==> src/rtl/swa_pkg.sv <==
// Shared types and constants for the sliding window assigner.
// Depends on nothing; used by rtl/sliding_window_assigner.sv.
package swa_pkg;

  localparam int unsigned TS_W    = 63;  // timestamp width
  localparam int unsigned CFG_W   = 32;  // size, slide and count width
  localparam int unsigned BOUND_W = 64;  // window start and end bound width
  localparam int unsigned STEP_W  = 7;   // divider step counter width

  // The shared divider first runs 63 steps on the timestamp, then 32 on the size.
  localparam logic [STEP_W-1:0] DIV_TS_LAST = STEP_W'(TS_W - 1);
  localparam logic [STEP_W-1:0] DIV_LAST    = STEP_W'(TS_W + CFG_W - 1);

  // Configuration register indexes.
  localparam logic CFG_IDX_SIZE  = 1'b0;
  localparam logic CFG_IDX_SLIDE = 1'b1;

  localparam logic [CFG_W-1:0] SIZE_RESET  = 32'd1000;
  localparam logic [CFG_W-1:0] SLIDE_RESET = 32'd1000;

  typedef enum logic [2:0] {
    ST_IDLE,
    ST_DIV,
    ST_COUNT,
    ST_MUL,
    ST_FIN
  } swa_state_t;

endpackage

==> src/rtl/sliding_window_assigner.sv <==
// Sliding window assigner: maps a timestamp to its range of sliding windows.
// Depends on rtl/swa_pkg.sv.
// A shared restoring divider takes 63 steps for timestamp / slide and 32 steps for
// size / slide, then count, multiply and compare.
// in_tready is high only while no word is in work; a finished result waits in the
// output register without blocking the next input word.
// Reset (rst_n, synchronous, active low) sets size and slide to 1000 and clears the
// stored window range and count.
module sliding_window_assigner (
  input  logic         clk,
  input  logic         rst_n,
  // Input stream.
  input  logic         in_tvalid,
  output logic         in_tready,
  input  logic [63:0]  in_tdata,   // [62:0] timestamp, [63] zero
  // Result stream.
  output logic         out_tvalid,
  input  logic         out_tready,
  output logic [159:0] out_tdata,  // [31:0] window_count, [95:32] first_window_start,
                                   // [159:96] window_end_bound
  output logic         out_tuser,  // [0] refresh
  // Configuration writes.
  input  logic         cfg_valid,
  output logic         cfg_ready,
  input  logic         cfg_index,
  input  logic [31:0]  cfg_data
);

  localparam int unsigned TW = swa_pkg::TS_W;
  localparam int unsigned CW = swa_pkg::CFG_W;
  localparam int unsigned BW = swa_pkg::BOUND_W;
  localparam int unsigned SW = swa_pkg::STEP_W;

  swa_pkg::swa_state_t state_r, state_nxt;

  logic [CW-1:0] cfg_size_r, cfg_slide_r;
  logic [CW-1:0] slide_r, slide_nxt;
  logic [TW-1:0] ts_r, ts_nxt;
  logic [TW-1:0] dvd_r, dvd_nxt;
  logic [CW-1:0] rem_r, rem_nxt;
  logic [SW-1:0] step_r, step_nxt;
  logic [TW-1:0] q1_r, q1_nxt;
  logic [CW-1:0] rem1_r, rem1_nxt;
  logic [CW-1:0] cnt_r, cnt_nxt;
  logic [BW-1:0] last_start_r, last_start_nxt;
  logic [BW-1:0] prod_r, prod_nxt;

  logic [BW-1:0] stored_first_r, stored_first_nxt;
  logic [BW-1:0] stored_end_r, stored_end_nxt;
  logic [CW-1:0] stored_count_r, stored_count_nxt;

  logic          out_valid_r, out_valid_nxt;
  logic [CW-1:0] out_count_r, out_count_nxt;
  logic [BW-1:0] out_first_r, out_first_nxt;
  logic [BW-1:0] out_end_r, out_end_nxt;
  logic          out_refresh_r, out_refresh_nxt;

  logic          in_accept;
  logic          out_free;
  logic          cfg_ready_c;

  // Divider step: one restoring subtract of the slide per cycle.
  logic [CW:0]   part;
  logic [CW:0]   diff;
  logic          q_bit;
  logic [CW-1:0] rem_step;
  logic [TW-1:0] dvd_step;

  // Count and final range terms.
  logic [CW:0]   by_size;
  logic [BW-1:0] by_zero;
  logic [BW-1:0] first_c;
  logic [BW-1:0] end_c;
  logic          refresh_c;

  assign part     = {rem_r, dvd_r[TW-1]};
  assign diff     = part - {1'b0, slide_r};
  assign q_bit    = (part >= {1'b0, slide_r});
  assign rem_step = q_bit ? diff[CW-1:0] : part[CW-1:0];
  assign dvd_step = {dvd_r[TW-2:0], q_bit};

  // size - rem - 1 over slide equals size / slide, less one when size % slide <= rem.
  assign by_size = {1'b0, dvd_r[CW-1:0]} + {{CW{1'b0}}, (rem_r > rem1_r)};
  assign by_zero = {1'b0, q1_r} + 64'd1;

  assign first_c   = (cnt_r == '0) ? last_start_r + {{(BW-CW){1'b0}}, slide_r}
                                   : last_start_r - prod_r;
  assign end_c     = last_start_r + {{(BW-CW){1'b0}}, cfg_size_r};
  assign refresh_c = (first_c != stored_first_r) || (end_c != stored_end_r);

  assign out_free  = !out_valid_r || out_tready;
  assign in_accept = in_tvalid && in_tready;

  // Next state.
  always_comb begin
    state_nxt = state_r;
    unique case (state_r)
      swa_pkg::ST_IDLE:  if (in_tvalid) state_nxt = swa_pkg::ST_DIV;
      swa_pkg::ST_DIV:   if (step_r == swa_pkg::DIV_LAST) state_nxt = swa_pkg::ST_COUNT;
      swa_pkg::ST_COUNT: state_nxt = swa_pkg::ST_MUL;
      swa_pkg::ST_MUL:   state_nxt = swa_pkg::ST_FIN;
      swa_pkg::ST_FIN:   if (out_free) state_nxt = swa_pkg::ST_IDLE;
      default:           state_nxt = swa_pkg::ST_IDLE;
    endcase
  end

  // Handshake outputs.
  always_comb begin
    in_tready   = (state_r == swa_pkg::ST_IDLE);
    cfg_ready_c = 1'b1;
  end

  assign cfg_ready  = cfg_ready_c;
  assign out_tvalid = out_valid_r;
  assign out_tdata  = {out_end_r, out_first_r, out_count_r};
  assign out_tuser  = out_refresh_r;

  // Datapath next values.
  always_comb begin
    slide_nxt        = slide_r;
    ts_nxt           = ts_r;
    dvd_nxt          = dvd_r;
    rem_nxt          = rem_r;
    step_nxt         = step_r;
    q1_nxt           = q1_r;
    rem1_nxt         = rem1_r;
    cnt_nxt          = cnt_r;
    last_start_nxt   = last_start_r;
    prod_nxt         = prod_r;
    stored_first_nxt = stored_first_r;
    stored_end_nxt   = stored_end_r;
    stored_count_nxt = stored_count_r;
    out_valid_nxt    = out_valid_r && !out_tready;
    out_count_nxt    = out_count_r;
    out_first_nxt    = out_first_r;
    out_end_nxt      = out_end_r;
    out_refresh_nxt  = out_refresh_r;

    unique case (state_r)
      swa_pkg::ST_IDLE: begin
        if (in_accept) begin
          // A zero slide behaves as a slide of one.
          slide_nxt = (cfg_slide_r == '0) ? CW'(1) : cfg_slide_r;
          ts_nxt    = in_tdata[TW-1:0];
          dvd_nxt   = in_tdata[TW-1:0];
          rem_nxt   = '0;
          step_nxt  = '0;
        end
      end
      swa_pkg::ST_DIV: begin
        step_nxt = step_r + SW'(1);
        if (step_r == swa_pkg::DIV_TS_LAST) begin
          // Timestamp division done; restart the unit on the size.
          q1_nxt   = dvd_step;
          rem1_nxt = rem_step;
          rem_nxt  = '0;
          dvd_nxt  = {cfg_size_r, {(TW-CW){1'b0}}};
        end else begin
          rem_nxt = rem_step;
          dvd_nxt = dvd_step;
        end
      end
      swa_pkg::ST_COUNT: begin
        if (cfg_size_r <= rem1_r) begin
          cnt_nxt = '0;
        end else if (by_zero < {{(BW-CW-1){1'b0}}, by_size}) begin
          cnt_nxt = by_zero[CW-1:0];
        end else begin
          cnt_nxt = by_size[CW-1:0];
        end
        last_start_nxt = {1'b0, ts_r} - {{(BW-CW){1'b0}}, rem1_r};
      end
      swa_pkg::ST_MUL: begin
        prod_nxt = {{(BW-CW){1'b0}}, cnt_r - CW'(1)} * {{(BW-CW){1'b0}}, slide_r};
      end
      swa_pkg::ST_FIN: begin
        if (out_free) begin
          if (refresh_c) begin
            stored_first_nxt = first_c;
            stored_end_nxt   = end_c;
            stored_count_nxt = cnt_r;
          end
          out_valid_nxt   = 1'b1;
          out_refresh_nxt = refresh_c;
          out_count_nxt   = refresh_c ? cnt_r   : stored_count_r;
          out_first_nxt   = refresh_c ? first_c : stored_first_r;
          out_end_nxt     = refresh_c ? end_c   : stored_end_r;
        end
      end
      default: begin
      end
    endcase
  end

  always_ff @(posedge clk) begin
    if (!rst_n) begin
      state_r        <= swa_pkg::ST_IDLE;
      cfg_size_r     <= swa_pkg::SIZE_RESET;
      cfg_slide_r    <= swa_pkg::SLIDE_RESET;
      stored_first_r <= '0;
      stored_end_r   <= '0;
      stored_count_r <= '0;
      out_valid_r    <= 1'b0;
    end else begin
      state_r        <= state_nxt;
      stored_first_r <= stored_first_nxt;
      stored_end_r   <= stored_end_nxt;
      stored_count_r <= stored_count_nxt;
      out_valid_r    <= out_valid_nxt;
      if (cfg_valid && cfg_ready_c) begin
        unique case (cfg_index)
          swa_pkg::CFG_IDX_SIZE:  cfg_size_r  <= cfg_data;
          swa_pkg::CFG_IDX_SLIDE: cfg_slide_r <= cfg_data;
          default: begin
          end
        endcase
      end
    end
  end

  always_ff @(posedge clk) begin
    slide_r       <= slide_nxt;
    ts_r          <= ts_nxt;
    dvd_r         <= dvd_nxt;
    rem_r         <= rem_nxt;
    step_r        <= step_nxt;
    q1_r          <= q1_nxt;
    rem1_r        <= rem1_nxt;
    cnt_r         <= cnt_nxt;
    last_start_r  <= last_start_nxt;
    prod_r        <= prod_nxt;
    out_count_r   <= out_count_nxt;
    out_first_r   <= out_first_nxt;
    out_end_r     <= out_end_nxt;
    out_refresh_r <= out_refresh_nxt;
  end

`ifndef SYNTHESIS
  // The partial remainder always stays below the divisor.
  a_rem_below_slide: assert property (@(posedge clk) disable iff (!rst_n)
    (state_r == swa_pkg::ST_DIV) |-> (rem_r < slide_r))
    else $error("divider remainder reached the slide");

  // The divider hands over only after its full step count.
  a_div_length: assert property (@(posedge clk) disable iff (!rst_n)
    (state_r == swa_pkg::ST_DIV && state_nxt == swa_pkg::ST_COUNT)
      |-> (step_r == swa_pkg::DIV_LAST))
    else $error("divider left early");

  // The stored count only changes together with a refresh result.
  a_count_with_refresh: assert property (@(posedge clk) disable iff (!rst_n)
    ($past(rst_n) && stored_count_r != $past(stored_count_r))
      |-> (out_valid_r && out_refresh_r))
    else $error("stored count changed without refresh");

  // A refresh result carries exactly the stored range.
  a_refresh_matches_store: assert property (@(posedge clk) disable iff (!rst_n)
    ($past(rst_n) && $past(state_r) == swa_pkg::ST_FIN && out_valid_r && out_refresh_r)
      |-> (out_first_r == stored_first_r && out_end_r == stored_end_r))
    else $error("refresh word differs from stored range");
`endif

endmodule
==> config.mk <==
export PLATFORM = sky130hd
export DESIGN_NAME = sliding_window_assigner
export DESIGN_NICKNAME = d
export VERILOG_FILES = /design/src/rtl/swa_pkg.sv /design/src/rtl/sliding_window_assigner.sv
export SDC_FILE = /design/constraint.sdc
export NUM_CORES = 2
export LEC_CHECK = 0
export BUFFER_PORTS_ARGS = -buffer_cell sky130_fd_sc_hd__buf_2
export CAP_MARGIN = 20
export CORE_MARGIN = 2
export CORE_UTILIZATION = 40
export CTS_CLUSTER_SIZE = 25
export DETAILED_ROUTE_END_ITERATION = 12
export PLACE_DENSITY = 0.57
export SYNTH_ARGS = -nofsm -noshare
export SYNTH_HDL_FRONTEND = slang
export SYNTH_SLANG_ARGS = --single-unit
==> constraint.sdc <==
create_clock -name clk -period 10.2 [get_ports clk]
set_clock_uncertainty 0.05 [all_clocks]
set_input_delay 1.02 -clock clk [delete_from_list [all_inputs] [get_ports clk]]
set_output_delay 1.02 -clock clk [all_outputs]
set_load 0.01 [all_outputs]
==> qor.txt <==
MaxCap Viol Count: 0
drt pass-1 iters: 8
post-synthesis instance total: 9154
# rows: 167
pwr/cell area: 396 nW/µm²
syn_nets: 10700
largest net degree at the start of global routing: 120
Netlist Area Pre-Place: 83600 µm²
Net Sw Power: 17.6 mW
final wirelength: 331 mm
I/O pin cnt: 266
vias after detailed routing: 70900
Seq pwr share: 13.1%
commonest non-fill, non-tap cells in the layout: nand2_1 (1305), inv_1 (1039), fa_1 (893)
number of routed nets with antenna violations: 0
Final #Nets: 11100
Post-Layout Cell Count: 12400
CTS clk-pin slew, worst paths: 70 ps
Syn Area/Cell: 9.14 µm²
Initial Util: 40.3%
crit-path max cell delay: 540 ps
port buffer count: 263
GPL Wtd Cong: 1.02
top cells by area, synth: edfxtp_1 (22%), fa_1 (22%), ha_1 (7.9%), nand2_1 (5.9%), dfxtp_1 (5.5%)
final hold vios: 0
crit-path leading delay family: adder cells
Leakage Power: 40.4 nW
Final period util: 99.2%
DR DRC count: 0
Yosys cell types: 94
top cell type's share of synthesized area: 22.0%
gr usage total: 30.7%
Die Area: 213000 µm²
Max Slew Vio Count: 0
Synth Area in Compound Gates: 10.2%
switching share of power: 47.0%
Slowest cell on crit path: fa_1
number of buffers and inverters on the critical path: 5
clock buffer depth: 3
Post-Synth Simple-Gate Area: 18.7%
initial antenna violation count: 11
grt total ovfl: 0
DP HPWL: 270 mm
Clk network pwr share: 9.6%
critical path type: flop to flop
largest family of logic cells by synthesized area: adder cells
H-tree levels: 3
Die Ht: 461 µm
Worst setup EP type: flop
cts hold-fix bufs: 0
Async SR Flop Fraction: 0%
TritonCTS clock tree: done
first-pass GRT wire length: 475 mm
Worst EP arrival: 10550 ps
post-synth top area cell: edfxtp_1
achievable frequency: 0.0989 GHz
P&R area growth vs syn: 13.2%
pre-CTS WS: -410 ps
min-delay worst type: flop to flop
share of layout cells above drive strength 1: 11.5%
register area share after synthesis: 27.5%
Die W: 461 µm
CTS Sinks: 841
number of placed cells counting well taps: 12200
total core area: 207000 µm²
slew of the pin with the lowest slew margin: 1230 ps
Yosys Warn Count: 0
status: complete, no violations
vias in the first global route: 69500
critical path launch point type: flop
setup violators final: 0
DRT iter0 DRCs: 7531
Inserted Clock Buffers: 93
clock latency at the later pin of the worst-skew pair: 760 ps
post-synthesis adder-cell area fraction: 29.4%
RSZ-0062 raised after global routing: yes
multiplexer share of the synthesized area: 1.77%
xor/xnor share of the synthesized area: 5.73%
P_int: 19.9 mW
ys flop type: edfxtp_1
worst vdd ir: 1.27 mV
crit path max fanout: 4
worst setup margin: 84.5 ps
number of synthesized register bits: 841
commonest non-fill, non-tap cell in the layout: nand2_1
vias per std cell: 5.71
Comb power frac: 77.4%
Worst Path Required: 10640 ps
clock period minus final worst setup slack: 10120 ps
Post-synth EDFFs: 613
worst hold slack: 396 ps
Power, Total: 37.5 mW
clock root buffer: clkbuf_16
cell mode on critical path: fa_1
Finished Core Util: 45.6%
relative slew slack: 17.4%
wire length per cell: 26.6 µm
## through the flow
step / TNS, ps / cell area [µm²]
3_3_place_gp: -2540 / 90600
6_report: 0 / 94700
3_5_place_dp: -2930 / 90600
5_1_grt: -656 / 94600
2_1_floorplan: -117 / 83700
4_1_cts: -0.0515 / 94100
## worst reg2reg max path: cells and delay by family, from the launching register on
kind | cells | cell delay, ps
AO/OA/AOI/OAI | 10 | 1810
XOR/XNOR | 2 | 340
adder cells (fa/ha/maj) | 9 | 4270
buffers and inverters | 5 | 510
flip-flops | 1 | 430
AND/OR/NAND/NOR | 10 | 2420
## metal layers
layer,track usage (%),vias up,share of wire (%)
met2,47.5,3386,44
met5,0,-,0.0039
met4,13.5,2,5.4
met1,41.6,35500,42
met3,5.92,677,8.8
li1,-,31300,-
## final cells by class
| type | count | area [µm²] |
|---|---|---|
| Antenna cell | 5 | 12.5 |
| Clock buffer | 122 | 2600 |
| Clock inverter | 51 | 622 |
| Fill cell | 19900 | 113000 |
| Inverter | 1056 | 3980 |
| Multi-Input combinational cell | 6806 | 55700 |
| Sequential cell | 841 | 23000 |
| Tap cell | 2788 | 3490 |
| Timing Repair Buffer | 743 | 5280 |
## sequential cells by signal (all words and copies together), names as in the netlist, 63 cells and up
signal,cells
last_start_r,64
ts_r,63
out_first_r,64
out_end_r,64
q1_r,63
stored_end_r,64
stored_first_r,64
dvd_r,63
prod_r,64
## cells by family after synthesis
logic type,count (synthesis)
compound gates,1353
flops,841
mux,140
fa+ha+maj,1425
simple gates,3374
other cells,1
xor+xnor,513
buf+inv,1507
## cell usage after synthesis (23+ instances only)
cell type     n
and3_1       67
mux2_2       34
a31oi_1      38
nand2_1    1307
nand2b_1    101
a21oi_1     480
clkbuf_1    430
o2111ai_1    24
nor3_1      168
dfxtp_1     228
o21ai_0     278
ha_1        525
a211oi_1     48
a21boi_0     27
or4_1        28
a21o_1      125
o21a_1       63
and4_1       32
nor2_1      849
o211ai_1     31
edfxtp_1    613
nor2b_1      59
fa_1        900
mux2_1       26
xnor2_1     276
or3_1        59
and2_1      192
o31ai_1      23
inv_1      1043
nand3_1     139
nand4_1     148
mux2i_1      80
nor4_1       96
o21bai_1     24
xor2_1      216
or2_2        55
## final timing paths
path                            slack, ps  cells past startpoint              endpoint                   start
worst min register to register        400                      0    q1_r[41]$_DFFE_PP_     dvd_r[40]$_DFFE_PP_
worst max-delay path                   80                     36  prod_r[60]$_DFFE_PP_  cnt_r[5]$_SDFFCE_PP0N_
worst max register to register         80                     36  prod_r[60]$_DFFE_PP_  cnt_r[5]$_SDFFCE_PP0N_
worst min-delay path                  400                      0    q1_r[41]$_DFFE_PP_     dvd_r[40]$_DFFE_PP_
## power groups by stage
stage / Combinational [mW] / Clock, mW / Sequential [mW]
2_1_floorplan: 14.6 / 0 / 4.97
3_3_place_gp: 26.2 / 0 / 4.97
3_5_place_dp: 26.4 / 0 / 4.97
4_1_cts: 26.9 / 3.63 / 4.90
5_1_grt: 31.5 / 3.77 / 4.92
6_report: 29.0 / 3.59 / 4.91
## timing repair
item / in CTS / in global routing
resized for setup: 30 / 70
pin swaps: 17 / 84
setup buffers: 11 / 19
setup endpoints to repair: 14 / 77
(Power assumes the default switching activity.)
